`src/hdl/cdml_pkg.sv`:
```
// Package for the CD MSF/LBA address converter.
// Holds the beat structs, the operation codes and the disc geometry constants.
// Depends on nothing.
`default_nettype none

package cdml_pkg;

  localparam logic OP_MSF_TO_LBA = 1'b0;
  localparam logic OP_LBA_TO_MSF = 1'b1;

  localparam int unsigned FRAMES_PER_SEC = 75;
  localparam int unsigned SECS_PER_MIN   = 60;
  localparam int unsigned MINUTE_LIMIT   = 100;
  localparam int unsigned LEADIN_MINUTE  = 90;
  localparam int unsigned PREGAP_FRAMES  = 2 * FRAMES_PER_SEC;
  localparam int unsigned FULL_SPAN      = MINUTE_LIMIT * SECS_PER_MIN * FRAMES_PER_SEC;

  // Reciprocals for division by 75 (input below 2^20) and by 60 (input below 2^13).
  localparam int unsigned DIV75_SHIFT = 26;
  localparam int unsigned DIV75_MUL   = (2 ** DIV75_SHIFT) / FRAMES_PER_SEC + 1;
  localparam int unsigned DIV60_SHIFT = 19;
  localparam int unsigned DIV60_MUL   = (2 ** DIV60_SHIFT) / SECS_PER_MIN + 1;

  typedef struct packed {
    logic              op;
    logic              bcd;
    logic [7:0]        minute_in;
    logic [7:0]        second_in;
    logic [7:0]        frame_in;
    logic signed [19:0] lba_in;
  } cmd_t;

  typedef struct packed {
    logic signed [20:0] lba_out;
    logic [7:0]         minute_out;
    logic [6:0]         second_out;
    logic [6:0]         frame_out;
    logic               addr_valid;
  } result_t;

endpackage

`default_nettype wire

```
`src/hdl/cd_msf_lba_converter.sv`:
```
// Top level of the CD MSF/LBA address converter, a six-stage pipeline.
// Depends on cdml_pkg for the beat structs, operation codes and constants.
//
// A command beat is taken in every cycle in which start is high and busy is low;
// busy is high only during reset. Each command yields one result beat, marked by
// done, and the results leave in command order. The receiver cannot stall: each
// result is on the ports for one cycle only. The two reciprocal multiplications
// that split the address into frames, seconds and minutes are each followed by
// their own register stage.
`default_nettype none

module cd_msf_lba_converter
  import cdml_pkg::*;
(
  input  wire logic    clk,
  input  wire logic    rst,
  input  wire logic    start,
  output logic         busy,
  input  wire cmd_t    cmd,
  output logic         done,
  output result_t      result
);

  function automatic logic [7:0] digits_to_bin(input logic [7:0] v);
    return 8'(v[7:4] * 8'd10) + 8'(v[3:0]);
  endfunction

  function automatic logic [7:0] bin_to_digits(input logic [7:0] v);
    logic [17:0] prod;
    logic [7:0]  tens;
    logic [7:0]  units;
    prod  = 18'(v) * 18'd205;
    tens  = 8'(prod[17:11]);
    units = v - 8'(tens * 8'd10);
    return 8'({tens, 4'b0000} + units);
  endfunction

  localparam logic signed [21:0] NEG_SPAN = -22'(FULL_SPAN);

  logic v1, v2, v3, v4, v5;

  // Stage 1: field decode and pregap shift.
  logic               op1, bcd1;
  logic [7:0]         m1, s1, f1;
  logic signed [21:0] sh1;
  // Stage 2: minute-second sum, checks and lead-in wrap.
  logic               op2, bcd2, ok2, lead2;
  logic [7:0]         f2;
  logic [13:0]        ms2;
  logic [19:0]        u2;
  // Stage 3: MSF to LBA result and frame quotient product.
  logic               op3, bcd3, ok3;
  logic [20:0]        lba3;
  logic [19:0]        u3;
  logic [39:0]        prod3;
  // Stage 4: frame remainder and minute quotient product.
  logic               op4, bcd4, ok4;
  logic [20:0]        lba4;
  logic [12:0]        q4;
  logic [6:0]         f4;
  logic [26:0]        prod4;
  // Stage 5: minute and second.
  logic               op5, bcd5, ok5;
  logic [20:0]        lba5;
  logic [7:0]         m5;
  logic [5:0]         s5;
  logic [6:0]         f5;

  logic [12:0]        q3_w;
  logic [7:0]         m4_w;
  logic [7:0]         min_w, sec_w, frm_w;
  result_t            result_next;

  assign busy = rst;
  assign q3_w = prod3[38:26];
  assign m4_w = prod4[26:19];

  always_ff @(posedge clk) begin
    if (rst) begin
      v1   <= 1'b0;
      v2   <= 1'b0;
      v3   <= 1'b0;
      v4   <= 1'b0;
      v5   <= 1'b0;
      done <= 1'b0;
    end else begin
      v1   <= start && !busy;
      v2   <= v1;
      v3   <= v2;
      v4   <= v3;
      v5   <= v4;
      done <= v5;
    end
  end

  always_ff @(posedge clk) begin
    op1  <= cmd.op;
    bcd1 <= cmd.bcd;
    m1   <= cmd.bcd ? digits_to_bin(cmd.minute_in) : cmd.minute_in;
    s1   <= cmd.bcd ? digits_to_bin(cmd.second_in) : cmd.second_in;
    f1   <= cmd.bcd ? digits_to_bin(cmd.frame_in)  : cmd.frame_in;
    sh1  <= 22'({{2{cmd.lba_in[19]}}, cmd.lba_in}) + 22'(PREGAP_FRAMES);

    op2   <= op1;
    bcd2  <= bcd1;
    f2    <= f1;
    ms2   <= 14'(m1) * 14'(SECS_PER_MIN) + 14'(s1);
    ok2   <= (m1 < 8'(MINUTE_LIMIT)) && (s1 < 8'(SECS_PER_MIN)) &&
             (f1 < 8'(FRAMES_PER_SEC));
    lead2 <= m1 >= 8'(LEADIN_MINUTE);
    if (sh1 < NEG_SPAN) begin
      u2 <= 20'(sh1 + 22'(2 * FULL_SPAN));
    end else if (sh1 < 0) begin
      u2 <= 20'(sh1 + 22'(FULL_SPAN));
    end else begin
      u2 <= 20'(sh1);
    end

    op3   <= op2;
    bcd3  <= bcd2;
    ok3   <= ok2;
    lba3  <= 21'(22'(ms2) * 22'(FRAMES_PER_SEC) + 22'(f2) - 22'(PREGAP_FRAMES)
                 - (lead2 ? 22'(FULL_SPAN) : 22'd0));
    u3    <= u2;
    prod3 <= 40'(u2) * 40'(DIV75_MUL);

    op4   <= op3;
    bcd4  <= bcd3;
    ok4   <= ok3;
    lba4  <= lba3;
    q4    <= q3_w;
    f4    <= 7'(u3 - 20'(20'(q3_w) * 20'(FRAMES_PER_SEC)));
    prod4 <= 27'(q3_w) * 27'(DIV60_MUL);

    op5   <= op4;
    bcd5  <= bcd4;
    ok5   <= ok4;
    lba5  <= lba4;
    m5    <= m4_w;
    s5    <= 6'(q4 - 13'(13'(m4_w) * 13'(SECS_PER_MIN)));
    f5    <= f4;

    result <= result_next;
  end

  always_comb begin
    min_w = bcd5 ? bin_to_digits(m5) : m5;
    sec_w = bcd5 ? bin_to_digits(8'(s5)) : 8'(s5);
    frm_w = bcd5 ? bin_to_digits(8'(f5)) : 8'(f5);
    result_next = '0;
    if (op5 == OP_MSF_TO_LBA) begin
      result_next.lba_out    = $signed(lba5);
      result_next.addr_valid = ok5;
    end else begin
      result_next.minute_out = min_w;
      result_next.second_out = sec_w[6:0];
      result_next.frame_out  = frm_w[6:0];
      result_next.addr_valid = 1'b1;
    end
  end

  logic op6, bcd6;

  always_ff @(posedge clk) begin
    op6  <= op5;
    bcd6 <= bcd5;
  end

`ifndef NO_ASSERTIONS
  a_forms_exclusive: assert property (@(posedge clk) disable iff (rst)
    done && result.lba_out != 0 |->
      result.minute_out == 0 && result.second_out == 0 && result.frame_out == 0)
    else $error("result carries both an LBA and an MSF address");

  a_lba_op_valid: assert property (@(posedge clk) disable iff (rst)
    done && op6 == OP_LBA_TO_MSF |-> result.addr_valid && result.lba_out == 0)
    else $error("LBA to MSF result has a stray LBA or a cleared valid flag");

  a_binary_range: assert property (@(posedge clk) disable iff (rst)
    done && op6 == OP_LBA_TO_MSF && !bcd6 |->
      result.frame_out < 7'(FRAMES_PER_SEC) && result.second_out < 7'(SECS_PER_MIN))
    else $error("binary MSF result out of range");
`endif

endmodule

`default_nettype wire

```
`config.mk`:
```
export PLATFORM = sky130hd
export DESIGN_NAME = cd_msf_lba_converter
export DESIGN_NICKNAME = d
export VERILOG_FILES = /design/src/hdl/cdml_pkg.sv /design/src/hdl/cd_msf_lba_converter.sv
export SDC_FILE = /design/constraint.sdc
export NUM_CORES = 1
export LEC_CHECK = 0
export BUFFER_PORTS_ARGS = -buffer_cell sky130_fd_sc_hd__buf_4
export CAP_MARGIN = 20
export CELL_PAD_IN_SITES_DETAIL_PLACEMENT = 1
export CELL_PAD_IN_SITES_GLOBAL_PLACEMENT = 1
export CORE_MARGIN = 3
export CORE_UTILIZATION = 25
export CTS_CLUSTER_DIAMETER = 80
export DETAILED_ROUTE_END_ITERATION = 12
export PLACE_DENSITY = 0.42
export SLEW_MARGIN = 20
export SYNTH_ARGS = -nofsm -noshare
export SYNTH_HDL_FRONTEND = slang
export SYNTH_SLANG_ARGS = --single-unit
```
`constraint.sdc`:
```
create_clock -name clk -period 19.6 [get_ports clk]
set_input_delay 4.9 -clock clk [delete_from_list [all_inputs] [get_ports clk]]
set_output_delay 4.9 -clock clk [all_outputs]
set_load 0.005 [all_outputs]
```
**Word level (Yosys, flattened, before mapping)**

Cells that the tools add are included.
Widths: inputs -> output; s select.

- Bits in registers: 322
- Input bits: 49
- Output and inout port bits: 46
- Logic and storage cells: 98

- $add $sub $neg: 18
- Multiply operators: 15
- Order comparisons: 6
- Multiplexer cells: 9
- Reductions and logical operators: 5

Operators with widths:

| cell | count |
|---|---|
| $mux 20 | 2 |
| $mul 20x20->39 const B | 1 |
| $mux 8 | 4 |
| $mul 13x14->27 const B | 1 |
| $add 8x4->8 | 3 |
| $add 20x9->21 const B | 1 |
| $add 21x8->21 | 1 |
| $lt 21x1->1 const B | 1 |
| $lt 21x20->1 const B | 1 |
| $mul 14x7->21 const B | 1 |
| $mul 4x3->7 const B | 3 |
| $sub 21x19->21 | 1 |
| $sub 21x8->21 const B | 1 |
| $add 20x19->20 const B | 1 |
| $add 20x20->20 const B | 1 |
| $mux 19 | 1 |
| $lt 8x7->1 const B | 2 |
| $mul 8x8->16 const B | 1 |
| $mul 7x8->15 const B | 1 |
| $add 14x8->14 | 1 |
| $add 7x7->7 | 2 |
| $mul 6x8->14 const B | 1 |
| $sub 7x7->7 | 2 |
| $mul 13x7->7 const B | 1 |
| other kinds (16) | 18 |

**Depth between registers and ports, before layout**

- Depth in word-level cells: 5
- Depth in mapped cells: 27
- Depth with buffers taken out: 27

**Worst setup path before layout**

No wires, ideal clock.

- Path type: in2out
- Start point: input port rst
- End point: output port busy
- Arrival: 5.011 ns
- Data required time: 14.700 ns
- Path slack: 9.689 ns
- Cell stages on the path: 1
- Path buffers: 1
- Cell sequence: buf_4

RTL lines:

| element | RTL line | source |
|---|---|---|
| from (decl) | cd_msf_lba_converter.sv:16 | `input wire logic rst,` |
| to (decl) | cd_msf_lba_converter.sv:18 | `output logic busy,` |

No word-level cell between the ends.

**Worst setup path in the final report**

- Start point: input port rst
- End point: output port busy

No word-level cell between the ends.

==> results.md <==
* Sequential share of the synthesized area at 23.53%
* Initial Util at 25.48%
* Clock root buffer: clkbuf_16
* Ys Warns at 0
* Final ANT Viol Nets at 0
* CTS tree: yes
* Row cnt at 111
* Initial antenna violation count at 3
* Vias at 14,600
* Max-slew violations at 0
* CP max-delay cell: buf_4
* Clk slew on worst S/H paths at 50 ps
* CP Launch Type: input port
* DR iter-0 viols at 197
* Multi-input gate area at 16,170 um2
* Antenna Cells at 0
* Crit. End Element: primary output
* Post-Synthesis Cells at 2,228
* Hold Path Class: register to register
* CP required at 14,700 ps
* Worst-skew pair later-pin latency at 580 ps
* Slew of the pin with the lowest slew margin at 883.7 ps
* Worst path bufs/invs at 2
* Die X at 313.0 um
* Max_cap viols at 0
* Proportion of layout cells with a drive suffix above 1 at 8.077%
* Fmax at 99.35 MHz
* Post-Syn Area per Cell at 10.58 um2
* Slew headroom at 40.99%
* Critical Path AT at 5170 ps
* Setup bufs post-CTS at 0
* Most common flop cell mapped by yosys: dfxtp_1
* Final period util at 51.36%
* Routed wire per std cell at 14.12 um
* First-pass GRT wire length at 86,740 um
* Outcome: complete, no violations
* Clk sinks at 277
* Post-synthesis async set-or-reset flop share at 0%
* Detailed-placement wirelength estimate at 43,400 um
* Grt ovf at 0
* Nets at 3,164
* CTS HTree Levels at 2
* TritonCTS buffer count at 39
* Vias in the first global route at 16,710
* DR pass1 iterations at 4
* I/O pin cnt at 95
* RSZ-0062 raised after global routing: false
* Delay-heaviest family, CP: buffers and inverters
* Most frequent CP cell: buf_4
* Post-Syn Nets at 3,044
* Longest Clk Path Bufs at 3
* Post-CTS resize count at 0
* Seq cells post-synth at 277
* Netlist cell types at 70
* Post-Route Setup TNS at 0 ps
* Fin Clk Skew at 28.02 ps
* DRC Markers at 0
* Fin area at 27,100 um2
* Max incr delay on CP at 130 ps
* Min Tclk post-route at 10,070 ps
* Placed Area at 25,770 um2
* Final Hold Viols at 0
* Routability cong. at 0.7545
* Pin count of the biggest net entering global routing at 46
* Post-Syn Area at 23,570 um2
* Area grow syn2layout at 14.98%
* Filler cell count at 10,410
* Reg area at 5545 um2
* Routed wire length at 51,120 um
* Final Setup Violations at 0
* Hold-fix buffers, CTS at 0
* Die footprint at 97,990 um2
* Die H at 313.0 um
* CP Cell Sequence: buf_4 -> buf_4
* Vias per cell at 4.033
* Crit Path Class: input port to primary output
* PortBufs at 94
* CORE AREA at 92,500 um2
* EDFF count, synth at 0
* Reg2Reg Setup Slack at 12,680 ps
* Worst Path Max Fanout at 7
* GRT Util Overall at 10.82%
==> flip-flops by register name, summed over array words and instances (netlist names), 14 cells and up <==
register  flops
ms2          14
lba5         21
sh1          21
u2           20
lba4         21
result       44
prod3        19
lba3         21
==> metal layers <==
layer	up-vias	part of all wire [%]	GRT usage, %
met4	0	2.1	2.705
met1	7001	49	14.70
met5	-	0	0
met2	124	45	17.84
met3	55	3.0	1.831
li1	7421	-	-
==> Yosys cell counts, drive strengths merged (6+ instances only) <==
library cell	number	share of area [%]
clkbuf	11	0.18
xor2	50	1.9
buf	6	0.15
fa	243	21
nor2	60	0.97
o21ai	51	1.1
inv	472	7.5
xnor2	113	4.3
mux2	12	0.57
nor2b	55	1.5
nand3	22	0.47
nor3	6	0.13
a21o	39	1.2
ha	524	28
nand2b	8	0.21
and2	10	0.27
and3	7	0.19
a21oi	78	1.7
o21a	11	0.35
mux2i	19	0.81
nand2	52	0.83
dfxtp	277	24
o21bai	13	0.41
nand4	6	0.16
==> cells in the final DEF, fill, tap and decap left out, types with 9 or more instances in the layout <==
| cell type | n |
|---|---|
| ha_1 | 524 |
| inv_1 | 472 |
| dfxtp_1 | 277 |
| fa_1 | 243 |
| xnor2_1 | 111 |
| buf_4 | 96 |
| a21oi_1 | 74 |
| nor2_1 | 59 |
| nor2b_1 | 55 |
| nand2_1 | 52 |
| xor2_1 | 50 |
| a21o_1 | 39 |
| clkbuf_16 | 39 |
| o21ai_0 | 36 |
| nand3_1 | 22 |
| mux2i_1 | 19 |
| o21ai_1 | 15 |
| o21bai_1 | 13 |
| mux2_2 | 12 |
| o21a_1 | 11 |
| and2_1 | 9 |
==> layout make-up <==
cell class	instances	area share (%)
inverter	472	6.538
sequential	277	20.46
multi-input combinational	1462	59.69
clock inverter	24	1.104
tap	1243	5.739
timing repair buffer	96	2.660
clock buffer	46	3.809
==> through the flow <==
stage | std cells | util [%] | setup slack, ps | hold WS (ps)
6_report | 3620 | 29.30 | 9534 | 308.5
2_1_floorplan | 2228 | - | 9689 | 309.6
5_1_grt | 3620 | 29.30 | 9526 | 306.7
3_5_place_dp | 3550 | 27.86 | 9531 | 313.5
3_3_place_gp | 3550 | 27.86 | 9532 | 310.1
4_1_cts | 3620 | 29.30 | 9531 | 300.1
==> worst register-to-register path: stages, from the launching register on <==
cell and delay [ps]:
dfxtp_1 500, ha_1 340, xor2_1 190, ha_1 300
fa_1 520, inv_1 60, fa_1 530, inv_1 40
ha_1 300, and2_0 140, o2111a_1 250, a21oi_2 180
nand2_1 110, xnor2_1 450, xor2_1 140, ha_1 250
fa_1 400, xor2_1 190, xnor2_1 140, fa_1 490
inv_1 40, ha_1 310, a21oi_1 200, xnor2_1 180
xnor3_1 340, nand2_1 90, mux2i_1 170
==> worst paths after layout <==
check                                   to    start  depth (start not counted)
worst min register to register     lba4[1]  lba3[1]                          0
worst max register to register  result[22]    m5[2]                         26
worst min-delay path               lba4[1]  lba3[1]                          0
worst max-delay path                  busy      rst                          2
==> cells by family (layout without fill, tap and decap cells) <==
kind of cell	Yosys count	after routing	share of synthesized area [%]
flops	277	277	23.53
compound gates	245	245	6.843
mux	31	31	1.380
buf+inv	489	638	7.847
fa+ha+maj	767	767	48.46
simple gates	254	254	5.628
xor+xnor	165	165	6.312
Power is left out: the tool's default activity adds up to more than one toggle a clock period on the data nets, which glitch-free logic cannot reach.
